--- src/rtl/core/rsce_pkg.sv ---
// Package for the self-clutter estimator: sizes, op codes, command type.
// No dependencies.
package rsce_pkg;
  localparam int MaxRanges = 256;
  localparam int MaxPulses = 16;
  localparam int MaxLags = 32;
  localparam int PowerBits = 32;
  localparam int GateW = $clog2(MaxRanges);
  localparam int PulseW = $clog2(MaxPulses);
  localparam int LagW = $clog2(MaxLags);
  localparam int SumW = 39;
  localparam int QDepth = 2;

  typedef enum logic [1:0] {
    OpLoadPower = 2'd0,
    OpLoadPulse = 2'd1,
    OpLoadLag = 2'd2,
    OpEstimate = 2'd3
  } op_e;

  typedef enum logic [2:0] {
    RegNumRanges = 3'd0,
    RegFirstRange = 3'd1,
    RegSpl = 3'd2,
    RegNumPulses = 3'd3,
    RegNumLags = 3'd4
  } reg_e;

  typedef struct packed {
    logic [7:0] gate;
    logic [8:0] nr;
    logic [6:0] spl;
    logic [5:0] np;
    logic [6:0] nl;
  } cmd_t;

  // 32x32 product root takes 32 digit steps
  localparam int RootSteps = 32;
endpackage

--- src/rtl/core/rsce_front.sv ---
// Front end: takes items, writes the tables, queues estimate commands.
// Depends on rsce_pkg.
module rsce_front
  import rsce_pkg::*;
(
  input  logic        clk_i,
  input  logic        rst_ni,
  input  logic        start_i,
  input  logic [1:0]  operation_i,
  input  logic [7:0]  slot_i,
  input  logic [31:0] power_value_i,
  input  logic [7:0]  pulse_position_i,
  input  logic [7:0]  lag_first_i,
  input  logic [7:0]  lag_second_i,
  input  logic [7:0]  target_gate_i,
  input  logic [8:0]  num_ranges_i,
  input  logic [6:0]  spl_i,
  input  logic [4:0]  num_pulses_i,
  input  logic [5:0]  num_lags_i,
  input  logic        back_idle_i,
  output logic        busy_o,
  output logic        pw_we_o,
  output logic [GateW-1:0] pw_addr_o,
  output logic [PowerBits-1:0] pw_data_o,
  output logic        pt_we_o,
  output logic [PulseW-1:0] pt_addr_o,
  output logic [7:0]  pt_data_o,
  output logic        lt_we_o,
  output logic [LagW-1:0] lt_addr_o,
  output logic [15:0] lt_data_o,
  output logic        cmd_valid_o,
  output cmd_t        cmd_o,
  input  logic        cmd_pop_i
);
  cmd_t        q_mem [QDepth];
  logic        wp_q, rp_q;
  logic [1:0]  cnt_q;
  logic        acc, push;
  logic [8:0]  nr;
  logic [5:0]  np;
  logic [6:0]  nl;

  // hold every item while the queue is full, and hold loads while any estimate is queued or in progress
  assign busy_o = (cnt_q == 2'(QDepth))
                  || ((op_e'(operation_i) != OpEstimate) && !back_idle_i);
  assign acc = start_i && !busy_o;
  assign nr = (num_ranges_i > 9'(MaxRanges)) ? 9'(MaxRanges) : num_ranges_i;
  assign np = (num_pulses_i > 5'(MaxPulses)) ? 6'(MaxPulses) : {1'b0, num_pulses_i};
  assign nl = (num_lags_i > 6'(MaxLags)) ? 7'(MaxLags) : {1'b0, num_lags_i};
  assign push = acc && (op_e'(operation_i) == OpEstimate) && (nl != 7'd0)
                && ({1'b0, target_gate_i} < nr);

  assign pw_we_o = acc && (op_e'(operation_i) == OpLoadPower);
  assign pw_addr_o = slot_i[GateW-1:0];
  assign pw_data_o = power_value_i[PowerBits-1:0];
  assign pt_we_o = acc && (op_e'(operation_i) == OpLoadPulse) && (slot_i < 8'(MaxPulses));
  assign pt_addr_o = slot_i[PulseW-1:0];
  assign pt_data_o = pulse_position_i;
  assign lt_we_o = acc && (op_e'(operation_i) == OpLoadLag) && (slot_i < 8'(MaxLags));
  assign lt_addr_o = slot_i[LagW-1:0];
  assign lt_data_o = {lag_second_i, lag_first_i};

  assign cmd_valid_o = (cnt_q != 2'd0);
  assign cmd_o = q_mem[rp_q];

  always_ff @(posedge clk_i or negedge rst_ni) begin
    if (!rst_ni) begin
      wp_q <= 1'b0; rp_q <= 1'b0; cnt_q <= '0;
    end else begin
      if (push) wp_q <= ~wp_q;
      if (cmd_pop_i) rp_q <= ~rp_q;
      cnt_q <= cnt_q + 2'(push) - 2'(cmd_pop_i);
    end
  end
  always_ff @(posedge clk_i) begin
    if (push) q_mem[wp_q] <= '{gate: target_gate_i, nr: nr, spl: spl_i, np: np, nl: nl};
  end
endmodule

--- config.mk ---
export PLATFORM = sky130hd
export DESIGN_NAME = rsce_front
export DESIGN_NICKNAME = d
export VERILOG_FILES = /design/src/rtl/core/rsce_pkg.sv /design/src/rtl/core/rsce_front.sv
export SDC_FILE = /design/constraint.sdc
export NUM_CORES = 1
export LEC_CHECK = 0
export BUFFER_PORTS_ARGS = -buffer_cell sky130_fd_sc_hd__buf_2
export CORE_MARGIN = 2
export CORE_UTILIZATION = 45
export CTS_BUF_LIST = sky130_fd_sc_hd__clkbuf_8
export DETAILED_ROUTE_END_ITERATION = 8
export PLACE_DENSITY = 0.83
export SYNTH_ARGS = -nofsm -noshare
export SYNTH_HDL_FRONTEND = slang
export SYNTH_SLANG_ARGS = --single-unit
--- constraint.sdc ---
create_clock -name clk_i -period 12 [get_ports clk_i]
set_input_delay 2.4 -clock clk_i [delete_from_list [all_inputs] [get_ports clk_i]]
set_output_delay 2.4 -clock clk_i [all_outputs]
set_load 0.1 [all_outputs]
### Yosys cells after proc, flatten, opt, wreduce, memory -nomap -nowiden

Memories as Yosys holds them, arrays and structs flattened.
Index checks and enable logic that the tools add are counted.

* bits in registers: 4
* memory bits (writable): 70
* output and inout port bits: 115
* memories kept: 1

Memories
* q_mem: words 2, width 35, rd ports 1, clocked after memory_dff 0, write ports 1, line rsce_front.sv:35 `cmd_t q_mem [QDepth];`

* add/subtract/negate cells: 2
* magnitude comparators: 6
* eq/ne operators: 5
* mux-type cells: 5
* bitwise operators: 2
* reductions and logical operators: 16

Operator list (count)
* logical AND 1 bit: 10
* > comparator 9 bit, second input constant: 1
* < comparator 8 x 9 -> 1 bit: 1
* two-way mux 9 bit: 1
* < comparator 8 x 5 -> 1 bit, second input constant: 1
* < comparator 8 x 6 -> 1 bit, second input constant: 1
* nonzero test 7 bit: 1
* == test 2 bit, second input constant: 3
* > comparator 6 bit, second input constant: 1
* two-way mux 6 bit: 1
* > comparator 5 bit, second input constant: 1
* two-way mux 5 bit: 1
* adder 2 x 1 -> 2 bit: 1
* == test 2 x 1 -> 1 bit, second input constant: 1
* zero test 1 bit: 2
* zero test 2 bit: 1
* two-way mux 1 bit: 2
* inequality test 2 bit, second input constant: 1
* inverter 1 bit: 2
* nonzero test 2 bit: 1
* subtractor 2 x 1 -> 2 bit: 1
* logical OR 1 bit: 1

### Depth between registers and ports, before layout

* word-level depth: 10
* depth in mapped cells: 12
* gate-level depth less buffers: 11

### Least setup slack after synthesis

No wires, ideal clock.

* kind: in2out
* start: input port slot_i[6]
* end: output port pt_we_o
* arrival time: 5890 ps
* setup slack: 3710 ps
* stages on the path: 2
* cell sequence: or3_1 nor4b_1

* longest elaborated chain between the ends: 2

Ends and longest elaborated chain
* start: declaration: line rsce_front.sv:10 `input logic [7:0] slot_i,`
* < comparator 8 x 5 -> 1 bit: line rsce_front.sv:56 `assign pt_we_o = acc && (op_e'(operation_i) == OpLoadPulse) && (slot_i < 8'(MaxPulses));`
* logical AND 1 bit: line rsce_front.sv:56
* end: declaration: line rsce_front.sv:25 `output logic pt_we_o,`

No other way between the ends.

### Worst setup path in the final report

Same ends and word-level chain as after synthesis.

==> metrics.cfg <==
[outcome]
status=completed

[clock_tree]
cts_hold_buffers=0
clk_path_buf_depth=2
h-tree-depth=3
cts_root_buf=clkbuf_8
post_cts_resized=0
cts_tree=built
clkTransAtPathRegs_ns=0.08
cts_buffers=9
clk_latency_ns=0.34
post-cts-setup-buffer-count=0
clkSinkCount=74

[sta]
slew_headroom_pct=27.06
tightest_slew_ns=1.091
fin_tns_setup_ns=0
setup_violations=0
timing.final.crit_share_pct=50.73
hold_viol=0
max_freq_ghz=0.1643
fin_skew_ns=0.01105
rsz0062_at_grt=false
finalMaxSlewViolations=0
fin_crit_ns=6.087
hold_ws_ns=0.4924

[cells_and_area]
final_common_cell=buf_2
final_cell_count_no_fill=394
final_cell_mix=buf_2, edfxtp_1, mux2_2
nFillCells=726
syn_to_final_growth_pct=6.288
final_util_pct=48.61
drive_gt1_share_pct=51.56
fin_nets=399
diodes=0

[synthesis]
synth_top_cells_by_area=edfxtp_1, buf_4, mux2_2
ys_seq_area_share_pct=59.50
synthXorXnorAreaFrac_pct=0.7099
synthAdderAreaFrac_pct=3.043
synth_top_family_by_area=buffers and inverters
synth.distinct_cells=37
ys.warnings.count=0
synthMuxAreaShare_pct=10.65
async_reset_ff_share_pct=5.405
synth-seq-cells=74
synthesis.area_um2=3701
synth_top_area_share_pct=56.80
yosys.area.top_type=edfxtp_1
ys.flop_type=edfxtp_1
avgSynthCellArea_um2=14.07
synth-simple-area-share_pct=6.356
synth_compound_area_share_pct=2.569
synthCells=263
synth_edf_count=70

[die]
start_util_pct=45.73
core-area_um2=8093
die_h_um=94.69
fp.dieArea_um2=8966
io_pins=221
die_w_um=94.69
placementRows=33

[grt]
antenna_found_initial=0
grt_pass1_wl_um=10720
grt_pass1_vias=1963
grt_usage_pct=16.59
grt_overflow=0
grt_max_degree=36

[power_and_ir_drop]
total_power_mw=0.9566
powerDensity_nw_per_um2=243.2
leakage_nw=1.563
ir_drop_v=0.00008237

[setup_path]
crit_slowest_cell=buf_2
critPathRequiredTime_ns=9.60
arrival_ns=3.69
crit_path_cell_trace=buf_2 > or3_1 > nor4b_1 > buf_2
critPathMostFrequentCell=buf_2
slowest_delay_ns=0.48
path_class=primary input to output pin
endpoint_kind=output pin
cp_top_family=simple AND/OR/NAND/NOR gates
worst-path-stages=4
reg2reg_depth=4
setup.worst_path.start_class=primary input
critPathBufInv=2
worst-path-max-fanout=2

[detailed_routing]
drtIter0Drc=39
detail_route.wl_per_cell_um=19.22
vias_per_cell=5.015
drt_first_pass_iters=4
drcViolationCount=0
route.vias.total=1976
drt_wl_total_um=7573
ant_nets=0

[place]
gp_congestion=0.8059
dp_hpwl_um=5688
place_inst=378
portBuffers=90

[min_path]
hold_class=register to register
holdPathStages=1

[run]
drv_cap=0

## cells by family (layout without fill, tap and decap cells)
kind of cell	count (synthesis)	in the layout
buffers and inverters	92	117
flip-flops	74	74
AND/OR/NAND/NOR	37	37
multiplexers	35	35
AO/OA/AOI/OAI	12	12
adder cells (fa/ha/maj)	9	9
XOR/XNOR	3	3
other	1	2
## Yosys cell counts (2+ instances only)
| library cell | number |
|---|---|
| buf_4 | 75 |
| edfxtp_1 | 70 |
| mux2_2 | 35 |
| ha_1 | 9 |
| inv_1 | 9 |
| nor2b_1 | 9 |
| nand2b_1 | 8 |
| buf_2 | 4 |
| clkbuf_1 | 4 |
| dfrtp_1 | 4 |
| a21oi_1 | 3 |
| nand2_1 | 2 |
| nor2_1 | 2 |
| nor3_1 | 2 |
| o31ai_1 | 2 |
| or2_2 | 2 |
| or3_1 | 2 |
| xnor2_1 | 2 |
## layout make-up
type                       count  area, um^2  share of cell area (%)
clock inverter                 7       93.84                   2.385
timing repair buffer          92       465.4                   11.83
inverter                       9       33.78                  0.8588
tap                          105       131.4                   3.340
clock buffer                   9       123.9                   3.149
multi-input combinational     98       883.3                   22.46
sequential                    74        2202                   55.98
## per-stage QoR
step	instance area (um^2)	setup slack [ns]
floorplan	3705	3.710
global placement	3716	5.939
detailed placement	3716	5.922
CTS	3934	5.909
global route	3934	5.892
finish	3934	5.913
## registers in the layout, summed over array words and instances (netlist names)
signal / count
q_mem: 70
cnt_q: 2
rp_q: 1
wp_q: 1
## layer usage
metal | GRT usage [%] | vias up | wire length (um)
met4 | 7.246 | 2 | 143
met1 | 17.40 | 940 | 2752
li1 | - | 898 | -
met2 | 26.95 | 122 | 3713
met5 | 2.976 | - | 35
met3 | 9.338 | 14 | 927
## final timing paths
check,end,slack [ns],from
setup reg to reg,q_mem[0][16]$_DFFE_PP_,9.58,cnt_q[0]$_DFF_PN0_
setup / recovery,pt_we_o,5.91,slot_i[6]
hold reg to reg,cnt_q[1]$_DFF_PN0_,0.49,cnt_q[1]$_DFF_PN0_
min in group asynchronous,cnt_q[1]$_DFF_PN0_,1.85,rst_ni
hold / removal,cnt_q[1]$_DFF_PN0_,0.49,cnt_q[1]$_DFF_PN0_
max in group asynchronous,rp_q$_DFFE_PN0P_,10.01,rst_ni
## power by group
group	switching, mW	total [mW]	internal (mW)
clock	0.0911	0.207	0.116
sequential	0.0148	0.314	0.299
combinational	0.346	0.435	0.0891
total	0.452	0.957	0.505
Note: power is estimated with default switching activity, not from simulation.
